`src/hw/rtl/jsu_pkg.sv`:
```
package jsu_pkg;

    // result kinds
    typedef enum logic [1:0] {
        KIND_DATA   = 2'd0,
        KIND_CLOSED = 2'd1,
        KIND_ERROR  = 2'd2
    } t_kind;

    // one raw byte of the string body
    typedef struct packed {
        logic [7:0] in_byte;
        logic       stream_end;
    } t_in_item;

    // one decoded result
    typedef struct packed {
        logic [7:0] out_byte;
        t_kind      kind;
        logic       last;
    } t_out_item;

    // all results caused by one input item, first byte in slot 0
    typedef struct packed {
        logic [1:0]      last_idx;
        logic [3:0][7:0] bytes;
        t_kind           kind;
    } t_grp;

endpackage

```
`src/hw/rtl/jsu_decode.sv`:
```
module jsu_decode (
    input  logic             i_clk,
    input  logic             i_rst_n,
    input  logic             i_accept,
    input  jsu_pkg::t_in_item i_item,
    output logic             o_grp_valid,
    output jsu_pkg::t_grp    o_grp
);

    localparam logic [7:0] CH_QUOTE = 8'h22;
    localparam logic [7:0] CH_SLASH = 8'h2F;
    localparam logic [7:0] CH_BSL   = 8'h5C;
    localparam logic [7:0] CH_B     = 8'h62;
    localparam logic [7:0] CH_F     = 8'h66;
    localparam logic [7:0] CH_N     = 8'h6E;
    localparam logic [7:0] CH_R     = 8'h72;
    localparam logic [7:0] CH_T     = 8'h74;
    localparam logic [7:0] CH_U     = 8'h75;
    localparam logic [7:0] CTRL_MAX = 8'h1F;

    typedef enum logic [2:0] {
        M_NORMAL  = 3'd0,
        M_ESCAPE  = 3'd1,
        M_HEX1    = 3'd2,
        M_BSLASH2 = 3'd3,
        M_U2      = 3'd4,
        M_HEX2    = 3'd5
    } t_mode;

    t_mode       r_mode, n_mode;
    logic [11:0] r_accum, n_accum;
    logic [1:0]  r_count, n_count;
    logic [9:0]  r_high, n_high;

    logic [7:0]  b;
    logic        hex_ok;
    logic [3:0]  hex_d;
    logic [15:0] v;
    logic [20:0] cp;
    logic        v_high, v_low;
    jsu_pkg::t_grp enc_grp;

    assign b = i_item.in_byte;

    // hex digit value, either case
    always_comb begin
        hex_ok = 1'b1;
        hex_d  = 4'd0;
        if (b >= 8'h30 && b <= 8'h39) begin
            hex_d = 4'(b - 8'h30);
        end else if (b >= 8'h61 && b <= 8'h66) begin
            hex_d = 4'(b - 8'h57);
        end else if (b >= 8'h41 && b <= 8'h46) begin
            hex_d = 4'(b - 8'h37);
        end else begin
            hex_ok = 1'b0;
        end
    end

    assign v      = {r_accum, hex_d};
    assign v_high = (v >= 16'hD800) && (v <= 16'hDBFF);
    assign v_low  = (v >= 16'hDC00) && (v <= 16'hDFFF);

    // code point from the completed hex field
    always_comb begin
        if (r_mode == M_HEX1) begin
            cp = {5'd0, v};
        end else if (v_low) begin
            cp = {1'b0, r_high, v[9:0]} + 21'h10000;
        end else begin
            cp = 21'h00FFFD;
        end
    end

    // utf-8 encoding of the code point
    always_comb begin
        enc_grp = '0;
        enc_grp.kind = jsu_pkg::KIND_DATA;
        if (cp < 21'h80) begin
            enc_grp.last_idx = 2'd0;
            enc_grp.bytes[0] = cp[7:0];
        end else if (cp < 21'h800) begin
            enc_grp.last_idx = 2'd1;
            enc_grp.bytes[0] = {3'b110, cp[10:6]};
            enc_grp.bytes[1] = {2'b10, cp[5:0]};
        end else if (cp < 21'h10000) begin
            enc_grp.last_idx = 2'd2;
            enc_grp.bytes[0] = {4'b1110, cp[15:12]};
            enc_grp.bytes[1] = {2'b10, cp[11:6]};
            enc_grp.bytes[2] = {2'b10, cp[5:0]};
        end else begin
            enc_grp.last_idx = 2'd3;
            enc_grp.bytes[0] = {5'b11110, cp[20:18]};
            enc_grp.bytes[1] = {2'b10, cp[17:12]};
            enc_grp.bytes[2] = {2'b10, cp[11:6]};
            enc_grp.bytes[3] = {2'b10, cp[5:0]};
        end
    end

    // next state and result group for the current item
    always_comb begin
        logic fail;
        fail        = 1'b0;
        n_mode      = r_mode;
        n_accum     = r_accum;
        n_count     = r_count;
        n_high      = r_high;
        o_grp_valid = 1'b0;
        o_grp       = '0;
        o_grp.kind  = jsu_pkg::KIND_DATA;

        if (i_item.stream_end) begin
            fail = 1'b1;
        end else begin
            unique case (r_mode)
                M_NORMAL: begin
                    if (b <= CTRL_MAX) begin
                        fail = 1'b1;
                    end else if (b == CH_QUOTE) begin
                        o_grp_valid = 1'b1;
                        o_grp.kind  = jsu_pkg::KIND_CLOSED;
                        n_accum     = '0;
                        n_count     = '0;
                        n_high      = '0;
                    end else if (b == CH_BSL) begin
                        n_mode = M_ESCAPE;
                    end else begin
                        o_grp_valid    = 1'b1;
                        o_grp.bytes[0] = b;
                    end
                end
                M_ESCAPE: begin
                    n_mode = M_NORMAL;
                    o_grp_valid = 1'b1;
                    unique case (b)
                        CH_BSL, CH_QUOTE, CH_SLASH: o_grp.bytes[0] = b;
                        CH_B: o_grp.bytes[0] = 8'h08;
                        CH_T: o_grp.bytes[0] = 8'h09;
                        CH_N: o_grp.bytes[0] = 8'h0A;
                        CH_F: o_grp.bytes[0] = 8'h0C;
                        CH_R: o_grp.bytes[0] = 8'h0D;
                        CH_U: begin
                            o_grp_valid = 1'b0;
                            n_mode      = M_HEX1;
                            n_accum     = '0;
                            n_count     = '0;
                        end
                        default: begin
                            o_grp_valid = 1'b0;
                            fail        = 1'b1;
                        end
                    endcase
                end
                M_HEX1, M_HEX2: begin
                    if (!hex_ok) begin
                        fail = 1'b1;
                    end else if (r_count != 2'd3) begin
                        n_accum = v[11:0];
                        n_count = r_count + 2'd1;
                    end else begin
                        n_accum = '0;
                        n_count = '0;
                        if (r_mode == M_HEX1 && v_high) begin
                            n_high = v[9:0];
                            n_mode = M_BSLASH2;
                        end else begin
                            n_mode      = M_NORMAL;
                            n_high      = '0;
                            o_grp_valid = (cp != 21'd0);
                            o_grp       = enc_grp;
                        end
                    end
                end
                M_BSLASH2: begin
                    if (b != CH_BSL) begin
                        fail = 1'b1;
                    end else begin
                        n_mode = M_U2;
                    end
                end
                M_U2: begin
                    if (b != CH_U) begin
                        fail = 1'b1;
                    end else begin
                        n_mode  = M_HEX2;
                        n_accum = '0;
                        n_count = '0;
                    end
                end
                default: begin
                    fail = 1'b1;
                end
            endcase
        end

        // error clears everything
        if (fail) begin
            n_mode      = M_NORMAL;
            n_accum     = '0;
            n_count     = '0;
            n_high      = '0;
            o_grp_valid = 1'b1;
            o_grp       = '0;
            o_grp.kind  = jsu_pkg::KIND_ERROR;
        end
    end

    // decoder state
    always_ff @(posedge i_clk) begin
        if (!i_rst_n) begin
            r_mode  <= M_NORMAL;
            r_accum <= '0;
            r_count <= '0;
            r_high  <= '0;
        end else if (i_accept) begin
            r_mode  <= n_mode;
            r_accum <= n_accum;
            r_count <= n_count;
            r_high  <= n_high;
        end
    end

endmodule

```
`src/hw/rtl/jsu_emit.sv`:
```
module jsu_emit (
    input  logic               i_clk,
    input  logic               i_rst_n,
    input  logic               i_load,
    input  jsu_pkg::t_grp      i_grp,
    output logic               o_full,
    output logic               o_out_valid,
    output jsu_pkg::t_out_item o_out_data,
    input  logic               i_out_stall
);

    logic          r_valid;
    logic [1:0]    r_idx;
    jsu_pkg::t_grp r_grp;
    logic          out_acc;
    logic          at_last;

    assign out_acc = r_valid && !i_out_stall;
    assign at_last = (r_idx == r_grp.last_idx);

    // group register can take a new group once its last item leaves
    assign o_full = r_valid && !(out_acc && at_last);

    // output item from the current slot
    assign o_out_valid         = r_valid;
    assign o_out_data.out_byte = r_grp.bytes[r_idx];
    assign o_out_data.kind     = r_grp.kind;
    assign o_out_data.last     = at_last;

    // occupancy and slot pointer
    always_ff @(posedge i_clk) begin
        if (!i_rst_n) begin
            r_valid <= 1'b0;
            r_idx   <= '0;
        end else if (i_load) begin
            r_valid <= 1'b1;
            r_idx   <= '0;
        end else if (out_acc) begin
            if (at_last) begin
                r_valid <= 1'b0;
            end else begin
                r_idx <= r_idx + 2'd1;
            end
        end
    end

    // group payload
    always_ff @(posedge i_clk) begin
        if (i_load) begin
            r_grp <= i_grp;
        end
    end

endmodule

```
`src/hw/rtl/json_string_unescape.sv`:
```
// JSON string body decoder: takes one raw byte per item after the opening quote
// and gives decoded UTF-8 bytes, a closed marker at the closing quote, or an
// error marker (control byte, unknown escape, bad hex digit, missing second
// \u after a high surrogate, or end of input), after which it starts a new
// string. An item is taken every cycle as long as each item gives at most one
// result and the output is not stalled; an item that completes a \u escape
// gives up to four bytes (none for \u0000) and the input is held until all
// results of the item, held in a single group register, are read out one
// byte per cycle unless stalled, starting in the cycle after the item is taken.
module json_string_unescape (
    input  logic               i_clk,
    input  logic               i_rst_n,
    input  logic               i_in_valid,
    input  jsu_pkg::t_in_item  i_in_data,
    output logic               o_in_stall,
    output logic               o_out_valid,
    output jsu_pkg::t_out_item o_out_data,
    input  logic               i_out_stall
);

    logic          in_acc;
    logic          grp_valid;
    jsu_pkg::t_grp grp;
    logic          full;

    assign o_in_stall = full;
    assign in_acc     = i_in_valid && !full;

    // escape and code point decode
    jsu_decode u_decode (
        .i_clk      (i_clk),
        .i_rst_n    (i_rst_n),
        .i_accept   (in_acc),
        .i_item     (i_in_data),
        .o_grp_valid(grp_valid),
        .o_grp      (grp)
    );

    // result group register and byte serializer
    jsu_emit u_emit (
        .i_clk      (i_clk),
        .i_rst_n    (i_rst_n),
        .i_load     (in_acc && grp_valid),
        .i_grp      (grp),
        .o_full     (full),
        .o_out_valid(o_out_valid),
        .o_out_data (o_out_data),
        .i_out_stall(i_out_stall)
    );

endmodule
```
`config.mk`:
```
export PLATFORM = sky130hd
export DESIGN_NAME = json_string_unescape
export DESIGN_NICKNAME = d
export VERILOG_FILES = /design/src/hw/rtl/jsu_pkg.sv /design/src/hw/rtl/jsu_decode.sv /design/src/hw/rtl/jsu_emit.sv /design/src/hw/rtl/json_string_unescape.sv
export SDC_FILE = /design/constraint.sdc
export NUM_CORES = 1
export LEC_CHECK = 0
export BUFFER_PORTS_ARGS = -buffer_cell sky130_fd_sc_hd__buf_2
export CORE_MARGIN = 2
export CORE_UTILIZATION = 60
export CTS_BUF_LIST = sky130_fd_sc_hd__clkbuf_2 sky130_fd_sc_hd__clkbuf_4 sky130_fd_sc_hd__clkbuf_8
export CTS_CLUSTER_DIAMETER = 50
export DETAILED_ROUTE_END_ITERATION = 12
export PLACE_DENSITY = 0.8
export SYNTH_ARGS = -nofsm -noshare
export SYNTH_HDL_FRONTEND = slang
export SYNTH_SLANG_ARGS = --single-unit
```
`constraint.sdc`:
```
create_clock -name i_clk -period 7.4 [get_ports i_clk]
set_input_delay 1.48 -clock i_clk [delete_from_list [all_inputs] [get_ports i_clk]]
set_output_delay 1.48 -clock i_clk [all_outputs]
set_load 0.005 [all_outputs]
```
# Word level (Yosys, flattened, before mapping)
# Cells that the tools add are included.
dict set report word_totals {
  word_cells 192
  ff_bits 66
  out_inout_bits 13
}
dict set report classes {
  n_addsub 6
  n_mux 88
  order_cmp 15
  n_eq_ne 28
  bitwise 4
  n_reduce_logical 35
}
# operator n
set op_table {}
lappend op_table {{36-bit 2-to-1 mux} 3}
lappend op_table {{12-bit 2-to-1 mux} 8}
lappend op_table {{10-bit 2-to-1 mux} 8}
lappend op_table {{8-bit by 7-bit == test with 1-bit output, second input constant} 7}
lappend op_table {{12-bit one-hot mux with 4 select lines} 1}
lappend op_table {{8-bit one-hot mux with 6 select lines} 1}
lappend op_table {{21-bit 2-to-1 mux} 2}
lappend op_table {{8-bit 2-to-1 mux} 5}
lappend op_table {{16-bit >= comparator, second input constant} 2}
lappend op_table {{16-bit less-or-equal comparator, second input constant} 2}
lappend op_table {{16-bit 2-to-1 mux} 2}
lappend op_table {{3-bit 2-to-1 mux} 9}
lappend op_table {{2-bit 2-to-1 mux} 13}
lappend op_table {{24-bit 2-to-1 mux} 1}
lappend op_table {{8-bit one-hot mux with 3 select lines} 1}
lappend op_table {{1-bit 2-to-1 mux} 23}
lappend op_table {{22-bit 2-to-1 mux} 1}
lappend op_table {{20-bit by 17-bit adder with 21-bit output, second input constant} 1}
lappend op_table {{21-bit by 12-bit less-than comparator with 1-bit output, second input constant} 1}
lappend op_table {{21-bit by 17-bit less-than comparator with 1-bit output, second input constant} 1}
lappend op_table {{21-bit by 8-bit less-than comparator with 1-bit output, second input constant} 1}
lappend op_table {{21-bit nonzero test} 1}
lappend op_table {{10-bit one-hot mux with 2 select lines} 1}
lappend op_table {{9-bit OR reduction} 2}
lappend op_table {{other kinds (42)} 79}

# Logic depth before layout (Yosys ltp)
# Gate-level depths: netlist (run 1).
dict set report depth {
  word_depth 19
  depth_mapped 9
  ltp_nobuf 8
}

# Hierarchy
# From an unflattened synthesis (run 1), not the netlist that was laid out.
dict set report unflattened {
  cells_unflattened 417
  hier_area_um2 4061.4
}
# mod area_per_inst_um2 seq_area_each_um2 cells_per_inst instances
set by_module_without_submodules {}
lappend by_module_without_submodules {jsu_decode 2566.2 540.5 344 1}
lappend by_module_without_submodules {jsu_emit 1480.2 1141.1 71 1}
lappend by_module_without_submodules {json_string_unescape 15.0 0.0 2 1}

# Worst setup path after synthesis (run 1)
# OpenSTA, ideal clock, no wires.
dict set report synth_path {
  path_kind {input -> register}
  from {input i_in_data[2] (netlist bit)}
  to {register u_emit.r_grp, in the netlist u_emit.o_out_data[1] (enable)}
  setup_ps 432
  path_slack_ps 2166
  path_stages 8
  n_path_buf 0
  arrival_ps 4802
  cell_sequence {inv_1 > ha_1 > or3b_2 > and4_1 > nor3_1 > a211o_1 > nor3_1 > a21oi_1}
}
dict set report synth_via {
  elab_chain_cells 17
  elab_cells_between_ends 61
}
# item line_no
set synth_rtl {}
lappend synth_rtl {{start, declared} json_string_unescape.sv:14} ;# input jsu_pkg::t_in_item i_in_data,
lappend synth_rtl {{8-bit by 7-bit >= comparator with 1-bit output or 8-bit by 7-bit less-or-equal comparator with 1-bit output (tied branches)} jsu_decode.sv:53} ;# end else if (b >= 8'h41 && b <= 8'h46) begin
lappend synth_rtl {{1-bit logical AND} jsu_decode.sv:53}
lappend synth_rtl {{4-bit 2-to-1 mux} jsu_decode.sv:53}
lappend synth_rtl {{4-bit 2-to-1 mux} jsu_decode.sv:51} ;# end else if (b >= 8'h61 && b <= 8'h66) begin
lappend synth_rtl {{4-bit 2-to-1 mux} jsu_decode.sv:49} ;# if (b >= 8'h30 && b <= 8'h39) begin
lappend synth_rtl {{16-bit >= comparator or 16-bit less-or-equal comparator (tied branches)} jsu_decode.sv:62} ;# assign v_low = (v >= 16'hDC00) && (v <= 16'hDFFF);
lappend synth_rtl {{1-bit logical AND} jsu_decode.sv:62}
lappend synth_rtl {{21-bit 2-to-1 mux} jsu_decode.sv:68} ;# end else if (v_low) begin
lappend synth_rtl {{[2 not listed]} --}
lappend synth_rtl {{1-bit 2-to-1 mux} jsu_decode.sv:163} ;# if (r_mode == M_HEX1 && v_high) begin
lappend synth_rtl {{1-bit 2-to-1 mux} jsu_decode.sv:157} ;# end else if (r_count != 2'd3) begin
lappend synth_rtl {{1-bit 2-to-1 mux} jsu_decode.sv:155} ;# if (!hex_ok) begin
lappend synth_rtl {{1-bit one-hot mux with 3 select lines} jsu_decode.sv:115} ;# unique case (r_mode)
lappend synth_rtl {{1-bit 2-to-1 mux} jsu_decode.sv:112} ;# if (i_item.stream_end) begin
lappend synth_rtl {{1-bit 2-to-1 mux (*)} jsu_decode.sv:197} ;# if (fail) begin
lappend synth_rtl {{1-bit logical AND (*)} json_string_unescape.sv:43} ;# .i_load (in_acc && grp_valid),
lappend synth_rtl {{net u_emit.i_load} jsu_emit.sv:4} ;# input logic i_load,
lappend synth_rtl {{end signal, assigned} jsu_emit.sv:50} ;# r_grp <= i_grp;
lappend synth_rtl {{end, declared} jsu_emit.sv:14} ;# jsu_pkg::t_grp r_grp;
# Mark *: on every way through the listed nets, which the timed path passes. The rest lies on a longest branch.
# A chain may end at the register's enable or synchronous reset.

# Worst setup path in the final report (run 1)
dict set report layout_path {
  from {input i_in_data[2] (netlist bit)}
  to {register u_decode.r_high[2]}
}
dict set report layout_via {
  elab_chain_cells 14
  elab_cells_between_ends 55
}
# item line_no
set layout_rtl {}
lappend layout_rtl {{8-bit by 7-bit >= comparator with 1-bit output or 8-bit by 7-bit less-or-equal comparator with 1-bit output (tied branches)} jsu_decode.sv:53}
lappend layout_rtl {{1-bit logical AND} jsu_decode.sv:53}
lappend layout_rtl {{4-bit 2-to-1 mux} jsu_decode.sv:53}
lappend layout_rtl {{4-bit 2-to-1 mux} jsu_decode.sv:51}
lappend layout_rtl {{4-bit 2-to-1 mux} jsu_decode.sv:49}
lappend layout_rtl {{16-bit >= comparator or 16-bit less-or-equal comparator (tied branches)} jsu_decode.sv:61} ;# assign v_high = (v >= 16'hD800) && (v <= 16'hDBFF);
lappend layout_rtl {{1-bit logical AND} jsu_decode.sv:61}
lappend layout_rtl {{1-bit logical AND} jsu_decode.sv:163}
lappend layout_rtl {{10-bit 2-to-1 mux} jsu_decode.sv:163}
lappend layout_rtl {{10-bit 2-to-1 mux} jsu_decode.sv:157}
lappend layout_rtl {{10-bit 2-to-1 mux} jsu_decode.sv:155}
lappend layout_rtl {{10-bit one-hot mux with 2 select lines} jsu_decode.sv:115}
lappend layout_rtl {{10-bit 2-to-1 mux} jsu_decode.sv:112}
lappend layout_rtl {{10-bit 2-to-1 mux} jsu_decode.sv:197}
lappend layout_rtl {{end signal, assigned} jsu_decode.sv:219} ;# r_high <= n_high;
lappend layout_rtl {{end, declared} jsu_decode.sv:33} ;# logic [9:0] r_high, n_high;
# Parallel ways exist; a longest one is shown, timed or not. The select of a mux whose other input is x is not followed.

==> results.py, run 1 <==
metrics = {
    "grt": {
        "grt_overflow": 0,
        "grt_first_pass_wirelength_um": 18200,
        "track_usage": 0.312,
        "antenna_found_initial": 0,
        "grt_pass1_vias": 3560,
        "grt_max_degree": 36,
    },
    "synth": {
        "synthMuxAreaShare": 0.0739,
        "postSynth.asyncResetShare": 0,
        "synth_compound_area_frac": 0.239,
        "synthTopCellsByCount": "nand2_1, nor2_1, o21ai_0",
        "synthXorXnorAreaFrac": 0.0147,
        "yosysMostFrequentCell": "nand2_1",
        "synth_area_leader_cell": "edfxtp_1",
        "seq_area_frac_synth": 0.375,
        "yosys.area_share.simple": 0.232,
        "synth-main-ff-cell": "edfxtp_1",
        "synth_top_family_by_area": "compound AO/OA/AOI/OAI gates",
        "synth_edf_count": 32,
        "synth_top_area_frac": 0.231,
        "syn_area_per_cell_sq_um": 9.02,
        "yosys-top-cells-area": "edfxtp_1, dfxtp_1, o21ai_0, mux4_2, nand2_1",
        "synthAdderAreaFrac": 0.0180,
        "syn_inst": 462,
        "synth_area_sq_um": 4170,
        "synth_nets": 481,
        "ys_types": 78,
        "yosys_register_bits": 62,
        "synth_warnings": 0,
    },
    "timing": {
        "tightest_slew_ps": 1270,
        "finalCritPeriodShare": 0.611,
        "tns_ps": 0,
        "max_freq_ghz": 0.221,
        "fin_ws_ps": 2880,
        "rsz0062_at_grt": "no",
        "finClkSkew_ps": 8.25,
        "hold_viol": 0,
        "setup_viol": 0,
        "slew_viol_final": 0,
        "fin_crit_ps": 4520,
        "slew_headroom": 0.151,
    },
    "clock_network": {
        "post-cts-setup-buffer-count": 0,
        "cts_buffers": 9,
        "root_buffer": "clkbuf_8",
        "cts_buffer_depth": 2,
        "post_cts_resized": 0,
        "cts_max_level": 3,
        "cts_sinks": 62,
        "cts_tree": "done",
        "clk_latency_ps": 350,
        "clk_pin_slew_ps": 70,
        "hold_buffers": 0,
    },
    "power_and_ir_drop": {
        "finalPower_mw": 0.777,
        "pwr-share-seq": 0.490,
        "p_comb_frac": 0.114,
        "power_frac_clock": 0.395,
        "switching_share": 0.271,
        "powerDensity_nw_per_um2": 174,
        "p_switching_mw": 0.210,
        "p_int_mw": 0.566,
        "p_leak_nw": 1.59,
        "vdd_drop_max_v": 0.0000964,
    },
    "min_path": {
        "hp-class": "register to register",
    },
    "critical_path": {
        "critPathLaunchType": "input pin",
        "end_kind": "register",
        "crit_path_max_incr_delay_ps": 940,
        "required_ps": 7670,
        "critPathSlowestCell": "a21oi_1",
        "path_max_fanout": 18,
        "worstSetupPathType": "input pin to register",
        "r2r_slack_ps": 3780,
        "crit_chain": "buf_2 > inv_1 > ha_1 > or3b_2 > and4_1 > nor3_1 > a211oi_4 > a21oi_1 > mux2i_1",
        "worstPathArrival_ps": 4790,
    },
    "floorplanning": {
        "coreArea_sq_um": 6760,
        "fp.dieH_um": 87.3,
        "start_util": 0.617,
        "die_w_um": 87.3,
        "die_area_sq_um": 7630,
        "ios": 26,
        "rows": 30,
    },
    "final_layout": {
        "area_delta_synth_final_pct": 7.36,
        "nFillCells": 559,
        "multi_input_area_sq_um": 2410,
        "stdcell_area_sq_um": 4470,
        "nets": 487,
        "diodes": 0,
        "seq_area_sq_um": 1560,
        "drive_gt1_frac": 0.154,
    },
    "placed_design": {
        "gp_congestion": 0.954,
        "dp_slack_ps": 2570,
        "dp_hpwl_um": 7990,
        "post_dp_cell_area_sq_um": 4270,
        "numPortBuffers": 25,
    },
    "drt": {
        "via_count": 3940,
        "drcViolationCount": 0,
        "wirelength_um": 11100,
        "via_per_inst": 7.12,
        "ant_nets": 0,
        "wl_per_cell_um": 20.1,
        "drtPass1Iterations": 6,
        "drt_iter0_drc": 572,
    },
    "status": {
        "status": "finished clean",
    },
    "run": {
        "maxCapViolations": 0,
    },
}
-- cells in the final DEF (no fill, tap or decap), drive strengths merged, types with 5 or more instances in the layout --
cell and count:
mux4 7, ha 6, nand2 42, mux2i 15
inv 12, dfxtp 30, o31ai 5, edfxtp 32
a21oi 25, clkbuf 9, a31oi 7, a2111oi 5
nand3 19, nor3 17, a211oi 8, xor2 5
buf 29, nand4 13, a21boi 13, nor2 38
nor4 5, nand2b 5, and2 6, o21ai 37
-- critical path, delay by kind of cell --
kind	cells	cell delay [ps]
AND/OR/NAND/NOR	3	1330
adder cells (fa/ha/maj)	1	230
multiplexers	1	280
buffers and inverters	2	270
AO/OA/AOI/OAI	2	1180
-- path summary, 6_finish.rpt --
path | cells after the start | end | startpoint
max | 9 | u_decode.r_high[2] | i_in_data[2]
min | 2 | u_decode.r_count[1] | u_decode.r_count[1]
max reg2reg | 6 | u_decode.r_high[2] | u_decode.r_mode[1]
min reg2reg | 2 | u_decode.r_count[1] | u_decode.r_count[1]
-- metal layers --
metal  share of wire  track usage
met3            0.11       0.0645
met1            0.40        0.438
met5               0            0
met4           0.036        0.117
met2            0.46        0.475
-- cells by family (layout without fill, tap and decap cells) --
| family | Yosys count | count (layout) |
|---|---|---|
| and+or+nand+nor | 180 | 180 |
| AOI/OAI and AO/OA | 141 | 141 |
| DFF | 62 | 62 |
| buffers and inverters | 44 | 55 |
| muxes | 22 | 22 |
| xor gates and xnor gates | 7 | 7 |
| adders and majority gates | 6 | 6 |
-- state kept, by name, summed over array words and instances, names as in the netlist --
signal / cells
u_decode.r_accum: 12
u_decode.r_high: 10
u_decode.r_count: 2
u_emit.r_grp: 30
u_emit.o_out_data: 2
u_decode.r_mode: 3
u_emit.o_out_valid: 1
u_emit.r_idx: 2
-- layout make-up --
| type | count | area share |
|---|---|---|
| inverters | 10 | 0.00839 |
| multi-input cells | 356 | 0.540 |
| clock inverters | 7 | 0.0182 |
| clock buffers | 9 | 0.0277 |
| flip-flops and latches | 62 | 0.349 |
| repair buffers | 29 | 0.0347 |
| well taps | 80 | 0.0224 |
-- power groups by stage --
| stage | logic, mW | registers [mW] | clock network (mW) |
|---|---|---|---|
| after detailed placement | 0.0868 | 0.389 | 0 |
| after global routing | 0.0964 | 0.382 | 0.325 |
| final | 0.0888 | 0.381 | 0.307 |
| after CTS | 0.0872 | 0.381 | 0.311 |
| after floorplan | 0.0624 | 0.386 | 0 |
| after global placement | 0.0854 | 0.388 | 0 |
-- metrics by stage --
stage,utilization,hold slack (ps),instances
final,0.662,465,553
after global routing,0.662,494,553
after CTS,0.662,470,553
after detailed placement,0.632,458,537
after global placement,0.632,450,537
after floorplan,-,438,462
Note: power is estimated with default switching activity, not from simulation.
==> inputs of run 2 (changes only) <==
--- a/config.mk
+++ b/config.mk
@@ -7,7 +7,7 @@
 export LEC_CHECK = 0
 export BUFFER_PORTS_ARGS = -buffer_cell sky130_fd_sc_hd__buf_2
 export CORE_MARGIN = 2
-export CORE_UTILIZATION = 60
+export CORE_UTILIZATION = 57
 export CTS_BUF_LIST = sky130_fd_sc_hd__clkbuf_2 sky130_fd_sc_hd__clkbuf_4 sky130_fd_sc_hd__clkbuf_8
 export CTS_CLUSTER_DIAMETER = 50
 export DETAILED_ROUTE_END_ITERATION = 12
==> constraint.sdc (replaced) <==
create_clock -name i_clk -period 4.1 [get_ports i_clk]
set_input_delay 0.82 -clock i_clk [delete_from_list [all_inputs] [get_ports i_clk]]
set_output_delay 0.82 -clock i_clk [all_outputs]
set_load 0.005 [all_outputs]
==> run 2 against run 1 <==
- clock power increased by 93%
- non-clock buffer count is 7 higher
- worst setup slack worse by 2200 ps
- highest routed layer unchanged
- clock-buffer cell count stayed put
- hold slack better by 2.0 ps
- largest cell class unchanged
==> results.py, run 2 (same netlist as run 1, synthesis figures left out) <==
metrics = {
    "timing": {
        "slew_headroom": 0.273,
        "tightest_slew_ps": 1080,
        "setup_viol": 0,
        "whs_ps": 467,
        "fin_crit_ps": 3390,
        "rsz0062_at_grt": "no",
        "tns_ps": 0,
        "fin_ws_ps": 709,
        "finalCritPeriodShare": 0.827,
        "finClkSkew_ps": 11.5,
        "max_freq_ghz": 0.295,
        "hold_viol": 0,
        "slew_viol_final": 0,
    },
    "final_layout": {
        "most-common-layout-cells": "nand2_1, nor2_1, o21ai_0",
        "largest_register": "u_emit.r_grp",
        "stdcell_area_sq_um": 4580,
        "reg_top3": "u_emit.r_grp (30), u_decode.r_accum (12), u_decode.r_high (10)",
        "diodes": 0,
        "nFillCells": 636,
        "largest_reg_flops": 30,
        "final_common_cell": "nand2_1",
        "area_delta_synth_final_pct": 9.88,
        "drive_gt1_frac": 0.165,
        "nets": 494,
    },
    "critical_path": {
        "worstSetupPathType": "input pin to register",
        "crit_path_max_incr_delay_ps": 730,
        "required_ps": 4270,
        "path_max_fanout": 18,
        "critPathSlowestCell": "a211oi_4",
        "worstPathArrival_ps": 3560,
        "crit_chain": "buf_2 > inv_1 > ha_1 > or3b_2 > o32ai_2 > a31oi_2 > a211oi_4 > o2111ai_2 > a211oi_1",
        "critPathLaunchType": "input pin",
        "end_kind": "register",
    },
    "power_and_ir_drop": {
        "p_comb_frac": 0.114,
        "powerDensity_nw_per_um2": 315,
        "pwr-share-seq": 0.476,
        "p_switching_mw": 0.362,
        "power_frac_clock": 0.410,
        "switching_share": 0.251,
        "p_int_mw": 1.08,
        "vdd_drop_max_v": 0.000298,
        "p_leak_nw": 1.64,
    },
    "drt": {
        "via_per_inst": 6.66,
        "wirelength_um": 11500,
        "drcViolationCount": 0,
        "wl_per_cell_um": 19.8,
        "drt_iter0_drc": 457,
        "via_count": 3857,
        "drtPass1Iterations": 6,
        "ant_nets": 0,
    },
    "clock_network": {
        "cts_tree": "done",
        "clk_pin_slew_ps": 80,
        "cts_sinks": 62,
        "cts_buffer_depth": 2,
        "root_buffer": "clkbuf_8",
        "post_cts_resized": 0,
        "clk_latency_ps": 340,
        "hold_buffers": 0,
        "cts_buffers": 9,
        "cts_max_level": 3,
        "post-cts-setup-buffer-count": 0,
    },
    "floorplanning": {
        "start_util": 0.581,
        "rows": 31,
        "die_area_sq_um": 8010,
        "ios": 26,
        "die_w_um": 89.5,
        "fp.dieH_um": 89.5,
        "coreArea_sq_um": 7180,
    },
    "placed_design": {
        "gp_congestion": 0.967,
        "numPortBuffers": 25,
        "post_dp_cell_area_sq_um": 4360,
        "dp_slack_ps": 434,
        "dp_hpwl_um": 8220,
    },
    "grt": {
        "grt_first_pass_wirelength_um": 18200,
        "grt_max_degree": 36,
        "antenna_found_initial": 0,
        "grt_pass1_vias": 3432,
        "track_usage": 0.302,
        "grt_overflow": 0,
    },
    "min_path": {
        "hp-class": "register to register",
    },
    "run": {
        "maxCapViolations": 0,
    },
    "status": {
        "status": "finished clean",
    },
}
==> run 2: cell type report <==
type / instances / area (sq um) / share of cell area
clock inverters: 7 / 97.6 / 0.0213
inverters: 10 / 37.5 / 0.00820
clock buffers: 9 / 124 / 0.0271
multi-input cells: 356 / 2410 / 0.527
repair buffers: 36 / 220 / 0.0481
well taps: 99 / 124 / 0.0271
flip-flops and latches: 62 / 1560 / 0.341
==> run 2: final timing paths <==
kind / from / endpoint / slack, ps / depth (start not counted)
setup / recovery: i_in_data[1] / u_emit.r_grp[12] / 710 / 9
hold reg to reg: u_decode.r_count[1] / u_decode.r_count[1] / 470 / 2
setup reg to reg: u_decode.r_mode[2] / u_emit.r_grp[22] / 1030 / 7
hold / removal: u_decode.r_count[1] / u_decode.r_count[1] / 470 / 2
==> run 2: critical path, delay by kind of cell <==
kind | cells | cell delay (ps)
AOI/OAI and AO/OA | 5 | 1790
adders and majority gates | 1 | 180
and+or+nand+nor | 1 | 480
buffers and inverters | 2 | 270
==> run 2: metal layers <==
layer  track usage  up-vias  share of wire
met5             0        -              0
met2         0.473      204           0.46
li1              -     1806              -
met1         0.421     1825           0.43
met4        0.0787        0          0.018
met3        0.0748       22          0.084
==> run 2: power by group through the flow <==
stage | combinational, mW | clock (mW) | sequential (mW)
6_report | 0.164 | 0.593 | 0.687
5_1_grt | 0.181 | 0.625 | 0.689
4_1_cts | 0.162 | 0.601 | 0.688
3_5_place_dp | 0.161 | 0 | 0.701
3_3_place_gp | 0.159 | 0 | 0.700
2_1_floorplan | 0.113 | 0 | 0.696
==> run 2: metrics by stage <==
stage	total power [mW]	cells	utilization
6_report	1.44	579	0.638
5_1_grt	1.50	579	0.638
4_1_cts	1.45	579	0.638
3_5_place_dp	0.862	563	0.607
3_3_place_gp	0.859	563	0.607
2_1_floorplan	0.809	462	-
==> inputs of run 3 (changes only) <==
--- a/config.mk
+++ b/config.mk
@@ -5,13 +5,14 @@
 export SDC_FILE = /design/constraint.sdc
 export NUM_CORES = 1
 export LEC_CHECK = 0
+export ABC_AREA = 1
 export BUFFER_PORTS_ARGS = -buffer_cell sky130_fd_sc_hd__buf_2
 export CORE_MARGIN = 2
 export CORE_UTILIZATION = 57
 export CTS_BUF_LIST = sky130_fd_sc_hd__clkbuf_2 sky130_fd_sc_hd__clkbuf_4 sky130_fd_sc_hd__clkbuf_8
 export CTS_CLUSTER_DIAMETER = 50
 export DETAILED_ROUTE_END_ITERATION = 12
-export PLACE_DENSITY = 0.8
+export PLACE_DENSITY = 0.79
 export SYNTH_ARGS = -nofsm -noshare
 export SYNTH_HDL_FRONTEND = slang
 export SYNTH_SLANG_ARGS = --single-unit
==> constraint.sdc (replaced) <==
create_clock -name i_clk -period 3.1 [get_ports i_clk]
set_input_delay 0.62 -clock i_clk [delete_from_list [all_inputs] [get_ports i_clk]]
set_output_delay 0.62 -clock i_clk [all_outputs]
set_load 0.005 [all_outputs]
==> run 3 against run 2 <==
- sequential power up 47%
- cell count rose by 27%
- worst setup slack got worse by 250 ps
- utilization rose by 1.0 points
- final area rose by 3.8%
- register-to-register slack lost 430 ps
- sequential cell count is the same
- synthesized cell count grew 31%
- non-clock buffer count down 4
- hold slack better by 0.96 ps
- power rose by 59%
- die area increased by 4.9%
==> results.py, run 3 <==
metrics = {
    "power_and_ir_drop": {
        "p_switching_mw": 0.779,
        "pwr-share-seq": 0.438,
        "switching_share": 0.339,
        "finalPower_mw": 2.30,
        "p_leak_nw": 2.11,
        "p_int_mw": 1.52,
        "vdd_drop_max_v": 0.000418,
        "power_frac_clock": 0.297,
        "powerDensity_nw_per_um2": 484,
        "p_comb_frac": 0.266,
    },
    "synth": {
        "synth_warnings": 0,
        "syn_area_per_cell_sq_um": 7.21,
        "synth_edf_count": 32,
        "yosys-top-cells-area": "edfxtp_1, dfxtp_1, nor2_1, nand2_1, inv_1",
        "synth_area_sq_um": 4380,
        "synth-main-ff-cell": "edfxtp_1",
        "postSynth.asyncResetShare": 0,
        "synthTopCellsByCount": "nor2_1, nand2_1, inv_1",
        "seq_area_frac_synth": 0.357,
        "ys_types": 49,
        "syn_inst": 607,
        "synth_area_leader_cell": "edfxtp_1",
        "synth_top_area_frac": 0.219,
        "yosysMostFrequentCell": "nor2_1",
        "synth_nets": 626,
        "yosys_register_bits": 62,
    },
    "final_layout": {
        "final_common_cell": "nor2_1",
        "drive_gt1_frac": 0.206,
        "diodes": 0,
        "most-common-layout-cells": "nor2_1, nand2_1, inv_1",
        "largest_reg_flops": 30,
        "nFillCells": 647,
        "largest_register": "u_emit.r_grp",
        "reg_top3": "u_emit.r_grp (30), u_decode.r_accum (12), u_decode.r_high (10)",
        "area_delta_synth_final_pct": 8.54,
        "nets": 649,
        "final_cell_count_no_fill": 734,
    },
    "floorplanning": {
        "rows": 31,
        "coreArea_sq_um": 7330,
        "fp.dieH_um": 91.7,
        "ios": 26,
        "start_util": 0.597,
        "die_area_sq_um": 8400,
        "die_w_um": 91.7,
    },
    "critical_path": {
        "critPathSlowestCell": "ha_1",
        "worstSetupPathType": "input pin to register",
        "path_buf_inv": 4,
        "critPathLaunchType": "input pin",
        "cpLargestDelayFamily": "simple AND/OR/NAND/NOR gates",
        "r2r-start": "u_decode.r_mode[2]",
        "crit_chain": "buf_2 > inv_1 > ha_1 > nand2_1 > nand3_1 > nand2_2 > nand2_1 > nor2_1 > nor2_1 > nand3_1 > nor2_1 > nand4_1 > nand2_1 > nand3_1 > nand2_1 > inv_1 > buf_12",
        "end_kind": "register",
        "required_ps": 3200,
        "path_max_fanout": 32,
        "r2r_end": "u_emit.o_out_data[2]",
        "reg2regPathDepth": 14,
        "endpoint": "u_emit.o_out_data[2]",
        "crit_path_frequent_cell": "nand2_1",
        "critPathLaunch": "i_in_data[1]",
        "crit_path_max_incr_delay_ps": 260,
        "r2r_slack_ps": 600,
        "worstPathArrival_ps": 2740,
        "path_depth": 17,
    },
    "timing": {
        "max_freq_ghz": 0.379,
        "rsz0062_at_grt": "no",
        "finalCritPeriodShare": 0.851,
        "finClkSkew_ps": 12.6,
        "hold_viol": 0,
        "setup_viol": 0,
        "slew_headroom": 0.586,
        "slew_viol_final": 0,
        "tightest_slew_ps": 620,
        "tns_ps": 0,
        "fin_crit_ps": 2640,
    },
    "drt": {
        "drtPass1Iterations": 6,
        "wl_per_cell_um": 15.3,
        "ant_nets": 0,
        "drcViolationCount": 0,
        "via_per_inst": 5.66,
        "via_count": 4157,
        "wirelength_um": 11200,
        "drt_iter0_drc": 395,
    },
    "clock_network": {
        "cts_max_level": 3,
        "root_buffer": "clkbuf_8",
        "post_cts_resized": 0,
        "clk_latency_ps": 350,
        "cts_sinks": 62,
        "cts_tree": "done",
        "post-cts-setup-buffer-count": 0,
        "clk_pin_slew_ps": 60,
        "cts_buffers": 9,
        "hold_buffers": 0,
        "cts_buffer_depth": 2,
    },
    "status": {
        "status": "finished clean",
    },
    "run": {
        "maxCapViolations": 0,
    },
    "placed_design": {
        "gp_congestion": 1.04,
        "numPortBuffers": 25,
        "dp_hpwl_um": 8610,
        "place_inst": 718,
    },
    "grt": {
        "grt_max_degree": 33,
        "track_usage": 0.278,
        "antenna_found_initial": 0,
        "grt_first_pass_wirelength_um": 18500,
        "grt_pass1_vias": 3888,
        "grt_overflow": 0,
    },
    "min_path": {
        "hp-class": "register to register",
    },
}
==> run 3: cell types whose count changed in the layout (fill, tap and decap cells not counted), sizes merged, moves of 12 or more <==
cell    before  now
nand2       42  113
mux2i       15    0
nor2        38  136
a21boi      13    1
nand3       19   41
inv         11   81
o21ai       37   62
==> run 3: kinds of logic (layout without fill, tap and decap cells) <==
| kind of cell | count (synthesis) | in the layout | share of synthesized area |
|---|---|---|---|
| compound gates | 112 | 112 | 0.152 |
| xor+xnor | 4 | 4 | 0.00800 |
| fa+ha+maj | 6 | 6 | 0.0171 |
| buf+inv | 102 | 130 | 0.101 |
| flops | 62 | 62 | 0.357 |
| simple gates | 321 | 321 | 0.365 |
==> run 3: worst min path at each step <==
stage	from	to	slack, ps	cells after the start
after floorplan	u_decode.r_count[1]	u_decode.r_count[1]	440	2
after global placement	u_decode.r_count[1]	u_decode.r_count[1]	450	2
after detailed placement	u_decode.r_count[1]	u_decode.r_count[1]	470	2
after CTS	u_decode.r_count[1]	u_decode.r_count[1]	480	2
after global routing	u_decode.r_count[1]	u_decode.r_count[1]	500	2
final	u_decode.r_count[1]	u_decode.r_count[1]	470	2
==> run 3: final cells by class <==
type | instances | area [sq um] | share of cell area
Clock buffer | 10 | 131 | 0.0276
Clock inverter | 6 | 53.8 | 0.0113
Inverter | 82 | 318 | 0.0669
Multi-Input combinational cell | 443 | 2370 | 0.500
Sequential cell | 62 | 1560 | 0.329
Tap cell | 99 | 124 | 0.0261
Timing Repair Buffer | 32 | 190 | 0.0400
==> run 3: through the flow <==
stage                     instance area [sq um]  worst slack [ps]   util  hold WS [ps]
after CTS                                  4750               553  0.648           476
after global placement                     4570               334  0.623           455
after detailed placement                   4570               193  0.623           467
final                                      4750               463  0.648           468
after global routing                       4750               284  0.648           500
after floorplan                            4380               176      -           443
==> run 3: power by group through the flow <==
stage          Combinational (mW)  Clock, mW  Sequential [mW]
5_1_grt                     0.679      0.721             1.02
6_report                    0.611      0.683             1.01
4_1_cts                     0.603      0.692             1.01
2_1_floorplan               0.461          0             1.01
3_3_place_gp                0.588          0             1.02
3_5_place_dp                0.600          0             1.02
==> run 3: worst reg2reg max path: cells and delay by family (launching register included) <==
kind	cells	cell delay (ps)
simple gates	8	1000
buf+inv	6	900
flops	1	350
==> run 3: per-layer routing <==
layer	GRT usage	vias to the layer above	wire (um)
met1	0.357	1894	4800
met2	0.456	187	5240
met4	0.130	0	373
met3	0.0493	36	795
li1	-	2040	-
met5	0	-	0
